`config.mk`:
```
export PLATFORM = sky130hd
export DESIGN_NAME = abb_queue
export DESIGN_NICKNAME = d
export VERILOG_FILES = /design/src/abb_pkg.sv /design/src/abb_queue.sv
export SDC_FILE = /design/constraint.sdc
export NUM_CORES = 1
export LEC_CHECK = 0
export BUFFER_PORTS_ARGS = -buffer_cell sky130_fd_sc_hd__buf_4
export CAP_MARGIN = 15
export CORE_MARGIN = 2
export CORE_UTILIZATION = 40
export CTS_CLUSTER_DIAMETER = 80
export DETAILED_ROUTE_END_ITERATION = 8
export GPL_ROUTABILITY_DRIVEN = 0
export GPL_TIMING_DRIVEN = 0
export HOLD_SLACK_MARGIN = 0.06
export PLACE_DENSITY_LB_ADDON = 0.05
export SLEW_MARGIN = 10
export SYNTH_ARGS = -nofsm -noshare
export SYNTH_HDL_FRONTEND = slang
export SYNTH_SLANG_ARGS = --single-unit
export TNS_END_PERCENT = 100
```
`constraint.sdc`:
```
create_clock -name clock -period 11.6 [get_ports clock]
set_input_delay 2.32 -clock clock [delete_from_list [all_inputs] [get_ports clock]]
set_output_delay 2.32 -clock clock [all_outputs]
set_load 0.05 [all_outputs]
```
`src/abb_pkg.sv`:
```
// Shared widths, types and job records of the arc bounding box block.
package abb_pkg;

   localparam int COORD_WIDTH  = 32;
   localparam int ROOT_WIDTH   = COORD_WIDTH + 1;
   localparam int SQUARE_WIDTH = 2 * COORD_WIDTH;
   localparam int SUM_WIDTH    = 2 * COORD_WIDTH + 1;
   localparam int QUEUE_DEPTH  = 4;
   localparam int QUEUE_AW     = $clog2(QUEUE_DEPTH);

   typedef logic signed [COORD_WIDTH-1:0] coord_type;
   typedef logic [COORD_WIDTH-1:0]        mag_type;
   typedef logic [SQUARE_WIDTH-1:0]       square_type;
   typedef logic [SUM_WIDTH-1:0]          sum_type;
   typedef logic [ROOT_WIDTH-1:0]         root_type;

   // One bit per XY edge: set when the edge takes an endpoint value
   // instead of the full-circle value.
   typedef struct packed {
      logic low_x;
      logic high_x;
      logic low_y;
      logic high_y;
   } edge_pick_type;

   // Everything the back end needs besides the radius.
   typedef struct packed {
      coord_type     center_x;
      coord_type     center_y;
      coord_type     low_x;
      coord_type     high_x;
      coord_type     low_y;
      coord_type     high_y;
      coord_type     low_z;
      coord_type     high_z;
      edge_pick_type pick;
   } arc_shape_type;

   typedef struct packed {
      mag_type       dist_x;
      mag_type       dist_y;
      arc_shape_type shape;
   } arc_job_type;

endpackage

```
`src/abb_queue.sv`:
```
// Short job queue between the front end and the back end.
module abb_queue (
   input  logic                 clock,
   input  logic                 reset,
   input  logic                 push_valid,
   output logic                 push_ready,
   input  abb_pkg::arc_job_type push_job,
   output logic                 pop_valid,
   input  logic                 pop_ready,
   output abb_pkg::arc_job_type pop_job
);
   import abb_pkg::*;

   arc_job_type           slots_ff [QUEUE_DEPTH];
   logic [QUEUE_AW-1:0]   wr_ptr_ff;
   logic [QUEUE_AW-1:0]   wr_ptr_in;
   logic [QUEUE_AW-1:0]   rd_ptr_ff;
   logic [QUEUE_AW-1:0]   rd_ptr_in;
   logic [QUEUE_AW:0]     count_ff;
   logic [QUEUE_AW:0]     count_in;
   logic                  push;
   logic                  pop;

   assign push_ready = count_ff != (QUEUE_AW + 1)'(QUEUE_DEPTH);
   assign pop_valid  = count_ff != '0;
   assign push       = push_valid && push_ready;
   assign pop        = pop_valid && pop_ready;
   assign pop_job    = slots_ff[rd_ptr_ff];

   always_comb begin
      wr_ptr_in = push ? wr_ptr_ff + QUEUE_AW'(1) : wr_ptr_ff;
      rd_ptr_in = pop ? rd_ptr_ff + QUEUE_AW'(1) : rd_ptr_ff;
      case ({push, pop})
         2'b10:   count_in = count_ff + (QUEUE_AW + 1)'(1);
         2'b01:   count_in = count_ff - (QUEUE_AW + 1)'(1);
         default: count_in = count_ff;
      endcase
   end

   always_ff @(posedge clock) begin
      if (reset) begin
         wr_ptr_ff <= '0;
         rd_ptr_ff <= '0;
         count_ff  <= '0;
      end else begin
         wr_ptr_ff <= wr_ptr_in;
         rd_ptr_ff <= rd_ptr_in;
         count_ff  <= count_in;
      end
   end

   always_ff @(posedge clock) begin
      if (push) begin
         slots_ff[wr_ptr_ff] <= push_job;
      end
   end

   // The fill level never passes the number of slots.
   assert property (@(posedge clock) disable iff (reset)
      count_ff <= (QUEUE_AW + 1)'(QUEUE_DEPTH))
      else $error("job queue overfilled");

   // A job written into an empty queue is at the head on the next cycle.
   assert property (@(posedge clock) disable iff (reset)
      (push && count_ff == '0) |=> (pop_valid && pop_job == $past(push_job)))
      else $error("job queue head does not match the job just written");

endmodule

```
==> summary.md, run 1 <==
| Metric | Value |
|---|---|
| Vias in the first global route | `23200` |
| LEAKAGE | `~20 nW` |
| Total GRT Usage | `0.182` |
| Fin crit period | `5.16 ns` |
| GRT overflow | `0` |
| Clk_lat worst skew | `around 0.73 ns` |
| DR iter-0 viols | `1375` |
| Synth Register Bits | `around 1300` |
| Total CTS buffers | `142` |
| Root buf cell | `clkbuf_16` |
| Main synth FF type | `edfxtp_1` |
| Initial antenna violation count | `22` |
| Worst-path clk slew | `0.06 ns` |
| Post-route cell area | `0.0594 mm²` |
| Buffers on Ports | `652` |
| Final hold vios | `0` |
| Antenna violation net count after detailed routing | `0` |
| Crit-path max FO | `10` |
| Top sig layer | `met5` |
| Setup violators final | `0` |
| Pin count of the biggest net entering global routing | `a little under 50` |
| Met2 wire length | `about 56000 µm` |
| Avg Inst Size Synth | `27.1 µm²` |
| Count of different cell masters after synthesis | `23` |
| Row count | `126` |
| Critical Path Source Type | `flop` |
| Total setup buffers inserted after CTS | `0` |
| Max incr delay on CP | `0.43 ns` |
| Crit Path Category | `reg2out` |
| Worst path top cell family by delay | `buffers and inverters` |
| Layout cells sized above 1 | `0.471` |
| Post-synth ARST share | `0` |
| Maximum vdd drop | `around 0.17 mV` |
| Commonest non-fill, non-tap cells in the layout | `edfxtp_1, buf_4, mux4_2` |
| Routed len/inst | `26.1 µm` |
| Net Count, Synth | `2078` |
| Tcrit/Tclk final | `0.445` |
| Syn Inst Count | `1744` |
| MaxCap Viol Count | `0` |
| Seq/Total Area, Yosys | `0.828` |
| Ranking of synthesized cells by area | `edfxtp_1, mux4_2, buf_6` |
| Status | `finished clean` |
| Min-Delay Startpoint | `rd_ptr_ff[0]` |
| WL met1 | `41100 µm` |
| Hold Buf Count CTS | `0` |
| 1st-pass router iterations | `5` |
| Skew final | `0.0182 ns` |
| Max Fclk | `~190 MHz` |
| Worst path slowest cell | `buf_2` |
| Slew margin rel. | `0.522` |
| Clock tree from TritonCTS | `done` |
| First-pass GRT wire length | `158000 µm` |
| RR Startpoint | `count_ff[0]` |
| Starting Density | `0.402` |
| RSZ-0062 raised after global routing | `no` |
| Hpwl dp | `around 73000 µm` |
| Die Area | `between 0.1 and 0.15 mm²` |
| CP Data Arrival Time | `2.84 ns` |
| WL met3 | `slightly above 9000 µm` |
| Setup crit end kind | `output port` |
| Final WL | `about 110000 µm` |
| Via count | `21500` |
| Fin util | `0.505` |
| DR vias/cell | `5.10` |
| Crit-path most repeated cell | `buf_2` |
| DIE HEIGHT | `roughly 350 µm` |
| I/O Pins | `654` |
| Area Overhead vs Synth | `25.7%` |
| P per Cell Area | `256 mW/mm²` |
| CTS Sinks | `around 1300` |
| Min-Delay Path Class | `reg2reg` |
| Nets | `about 2900` |
| CTS max path bufs | `3` |
| Setup TNS | `0 ns` |
| Worst slew pin tran | `~0.72 ns` |
| Number of synthesized flops with an enable pin | `1296` |
| Synth warnings | `0` |
| DP Area | `0.0549 mm²` |
| Synthesized area | `0.0472 mm²` |
| CORE AREA | `0.118 mm²` |
| Power Total | `15.2 mW` |
| Commonest non-fill, non-tap cell in the layout | `edfxtp_1` |
| Share of the synthesized area in the top cell type | `0.824` |
| H-tree depth | `4` |
| Post-synth top area cell | `edfxtp_1` |
| Post-CTS Resized | `0` |
| Fin. max-slew vios | `0` |
| CP Cell Sequence | `buf_2 > buf_2 > buf_2 > mux4_2 > buf_4` |
| Remaining DRCs | `0` |
| Crit path buffers/inverters | `4` |
| CP Data Required Time | `a little over 9 ns` |
| Die X | `348 µm` |
[per-stage QoR]
step | worst slack, ns | hold WS, ns | std cells
after detailed placement | 6.67 | 0.528 | 3964
after floorplan | 0.817 | 0.482 | 1744
after global placement | -6.56 | 0.492 | 3932
final | 6.44 | 0.537 | 4225
after global routing | 6.27 | 0.560 | 4224
after CTS | 6.24 | 0.541 | 4218
[tightest hold or removal path: stages (launching register included)]
cell and delay [ns]:
dfxtp_1 0.34, xnor2_1 0.09, nor2_1 0.07
[sequential cells by signal (all words and copies together), names as in the netlist, named ones only]
register   cells
wr_ptr_ff      2
slots_ff    1296
rd_ptr_ff      2
count_ff       3
[per-layer routing]
metal / vias to the layer above / global-route usage
li1: 9296 / -
met1: 11400 / 0.212
met2: 617 / 0.307
met3: 202 / 0.0673
met4: 26 / 0.0740
met5: - / 0
[power breakdown]
group	internal, mW	total (mW)	switching, mW
combinational	1.78	5.13	3.35
sequential	5.68	5.76	0.0839
clock	2.51	4.28	1.78
[logic make-up (layout without fill, tap and decap cells)]
family,count (synthesis),count (layout),synth area share
other,0,7,0
adder cells (fa/ha/maj),6,6,0.00175
AO/OA/AOI/OAI,6,6,0.000848
AND/OR/NAND/NOR,18,18,0.00185
XOR/XNOR,4,4,0.000742
multiplexers,326,326,0.155
flip-flops,1305,1305,0.828
buffers and inverters,79,1017,0.0120
[cells in the mapped netlist (2+ instances only)]
master,count
and2_1,4
ha_1,5
inv_1,6
nor2_1,9
mux4_2,324
a21oi_1,2
buf_6,30
buf_2,36
edfxtp_1,1296
nand2b_1,2
xor2_1,3
dfxtp_1,9
clkbuf_1,7
or3_1,2
[final cells by class]
class	count	area (µm²)
Fill cell	9423	58200
Timing Repair Buffer	684	5760
Inverter	6	22.5
Clock inverter	75	686
Clock buffer	179	3730
Buffer	73	544
Multi-Input combinational cell	360	7570
Antenna cell	7	17.5
Tap cell	1536	1920
Sequential cell	1305	39100
[final timing paths]
check | endpoint | slack (ns) | cells after the start
min reg2reg | rd_ptr_ff[0] | 0.54 | 2
max reg2reg | slots_ff[2][300] | 8.69 | 6
min | rd_ptr_ff[0] | 0.54 | 2
max | pop_job[204] | 6.44 | 5
Power figures use the tool's default switching activity.
==> inputs of run 2 (changes only) <==
- clock period: 11.6 -> 5.2 ns (I/O delays scaled with it)
==> run 2 against run 1 <==
Setup slack lost 5.3 ns. Via count shrank 0.34%. Critical path depth unchanged. First-iteration DRC count is 4.1% higher. Largest power group unchanged. Die area unchanged. Design area is essentially flat. Register-to-register slack got worse by 6.5 ns. Combinational power grew 120%.
==> summary.md, run 2 (synthesis gave the netlist of run 1 again) <==
| Metric | Value |
|---|---|
| LEAKAGE | `19.8 nW (about the same)` |
| Critical Path Source Type | `flop (unchanged)` |
| CTS Sinks | `1305 (unchanged)` |
| DIE HEIGHT | `348 µm (unchanged)` |
| Routed len/inst | `26.2 µm (was 26.1 µm)` |
| Min-Delay Path Class | `in2reg (was reg2reg)` |
| Via count | `21500 (about the same)` |
| Final WL | `111000 µm (was 110000 µm)` |
| CORE AREA | `0.118 mm² (unchanged)` |
| Post-CTS Resized | `0 (unchanged)` |
| Vias in the first global route | `23000 (was 23200)` |
| Fin Hold WS | `0.512 ns (was 0.537 ns)` |
| Crit-path max FO | `10 (unchanged)` |
| Starting Density | `0.402 (unchanged)` |
| Fin worst setup slack | `1.19 ns (was 6.44 ns)` |
| Die Area | `0.121 mm² (unchanged)` |
| Fin. max-slew vios | `0 (unchanged)` |
| Hold Buf Count CTS | `0 (unchanged)` |
| CP Cell Sequence | `buf_2 > buf_2 > buf_2 > mux4_2 > buf_4 (unchanged)` |
| Min-Delay Startpoint | `push_job[124] (was rd_ptr_ff[0])` |
| Row count | `126 (unchanged)` |
| Setup crit end kind | `output port (unchanged)` |
| Buffers on Ports | `652 (unchanged)` |
| Crit path buffers/inverters | `4 (unchanged)` |
| Crit-path most repeated cell | `buf_2 (unchanged)` |
| Worst path top cell family by delay | `buffers and inverters (unchanged)` |
| Initial antenna violation count | `32 (was 22)` |
| CP Data Arrival Time | `2.97 ns (was 2.84 ns)` |
| Largest Register | `slots_ff (unchanged)` |
| Maximum vdd drop | `0.310 mV (was 0.168 mV)` |
| Layout cells sized above 1 | `0.471 (about the same)` |
| DR vias/cell | `5.08 (was 5.10)` |
| Hold path endpoint | `slots_ff[0][124] (was rd_ptr_ff[0])` |
| Max Fclk | `249 MHz` |
| Power Total | `33.8 mW (was 15.2 mW)` |
| Skew final | `0.0230 ns (was 0.0182 ns)` |
| WHS Path Cells | `1 (was 2)` |
| R2R Setup Slk | `2.17 ns (was 8.69 ns)` |
| Total GRT Usage | `0.182 (about the same)` |
| Area Overhead vs Synth | `25.6% (was 25.7%)` |
| Worst slew pin tran | `0.774 ns (was 0.717 ns)` |
| I/O Pins | `654 (unchanged)` |
| CTS max path bufs | `3 (unchanged)` |
| Clock tree from TritonCTS | `done (unchanged)` |
| Total CTS buffers | `142 (unchanged)` |
| First-pass GRT wire length | `158000 µm (about the same)` |
| Total setup buffers inserted after CTS | `0 (unchanged)` |
| Setup violators final | `0 (unchanged)` |
| Clk_lat worst skew | `0.73 ns (about the same)` |
| Commonest non-fill, non-tap cells in the layout | `edfxtp_1, buf_4, mux4_2 (unchanged)` |
| Tcrit/Tclk final | `0.771` |
| Pin count of the biggest net entering global routing | `49 (unchanged)` |
| Biggest regs | `slots_ff (1296), count_ff (3) (unchanged)` |
| Commonest non-fill, non-tap cell in the layout | `edfxtp_1 (unchanged)` |
| H-tree depth | `4 (unchanged)` |
| CP Data Required Time | `4.16 ns (was 9.28 ns)` |
| Slew margin rel. | `0.484 (was 0.522)` |
| Status | `finished clean (unchanged)` |
| 1st-pass router iterations | `5 (unchanged)` |
| Reg2reg end | `slots_ff[3][209] (was slots_ff[2][300])` |
| RSZ-0062 raised after global routing | `no (unchanged)` |
| Remaining DRCs | `0 (unchanged)` |
| Hpwl dp | `74100 µm (was 73100 µm)` |
| Final hold vios | `0 (unchanged)` |
| # fillers | `9419 (was 9423)` |
| Register-to-Register Path Depth | `6 (unchanged)` |
| RR Startpoint | `count_ff[0] (unchanged)` |
| Antenna violation net count after detailed routing | `0 (unchanged)` |
| Worst path slowest cell | `buf_2 (unchanged)` |
| Max reg flops | `1296 (unchanged)` |
| GRT overflow | `0 (unchanged)` |
| DR iter-0 viols | `1431 (was 1375)` |
| Worst-path clk slew | `0.06 ns (about the same)` |
| Worst slack, placed | `1.47 ns (was 6.67 ns)` |
| Fin crit period | `4.01 ns` |
| Die X | `348 µm (unchanged)` |
| P per Cell Area | `570 mW/mm² (was 256 mW/mm²)` |
| Root buf cell | `clkbuf_16 (unchanged)` |
| MaxCap Viol Count | `0 (unchanged)` |
| Max incr delay on CP | `0.46 ns (was 0.43 ns)` |
| Crit Path Category | `reg2out (unchanged)` |
| Nets | `2906 (unchanged)` |
-- run 2: area by class of cell --
class	instances	area, µm²	share of cell area
clock inverter	63	547	0.00922
buffer	73	544	0.00917
multi-input combinational	360	7570	0.128
clock buffer	182	3850	0.0649
inverter	6	22.5	0.000380
antenna	15	37.5	0.000633
tap	1536	1920	0.0324
timing repair buffer	684	5730	0.0966
sequential	1305	39100	0.659
-- run 2: report_power, final --
| part | internal [mW] | total (mW) | switching, mW | leakage [nW] |
|---|---|---|---|---|
| clock network | 5.65 | 9.49 | 3.84 | 2.15 |
| registers | 12.7 | 12.9 | 0.189 | 12.0 |
| logic | 3.96 | 11.4 | 7.49 | 5.69 |
-- run 2: stage by stage --
step                area, µm²  instances   TNS, ns   util
finish                  59300       4224         0  0.504
global route            59300       4220         0  0.504
CTS                     59300       4209         0  0.504
detailed placement      54900       3964         0  0.467
global placement        54000       3932  -5855.16  0.460
floorplan               47200       1744   -887.16      -
-- run 2: worst max path at each step --
stage / startpoint / endpoint / depth (start not counted)
2_1_floorplan: push_valid / slots_ff[0][0] / 2
3_3_place_gp: push_valid / slots_ff[1][76] / 3
3_5_place_dp: push_valid / slots_ff[3][90] / 6
4_1_cts: flop / pop_job[211] / 5
5_1_grt: flop / pop_job[211] / 5
6_report: flop / pop_job[211] / 5
-- run 2: layer usage --
layer / share of wire / up-vias / track usage
met1: 0.37 / 11300 / 0.211
met5: 0.0020 / - / 0
li1: - / 9293 / -
met3: 0.092 / 197 / 0.0762
met2: 0.51 / 613 / 0.304
met4: 0.029 / 34 / 0.0682
-- run 2: worst reg2reg max path: cells and delay by family (launching register included) --
kind	cells	cell delay, ns
buffers and inverters	3	0.92
DFF	1	0.43
and+or+nand+nor	2	0.82
AOI/OAI and AO/OA	1	0.49
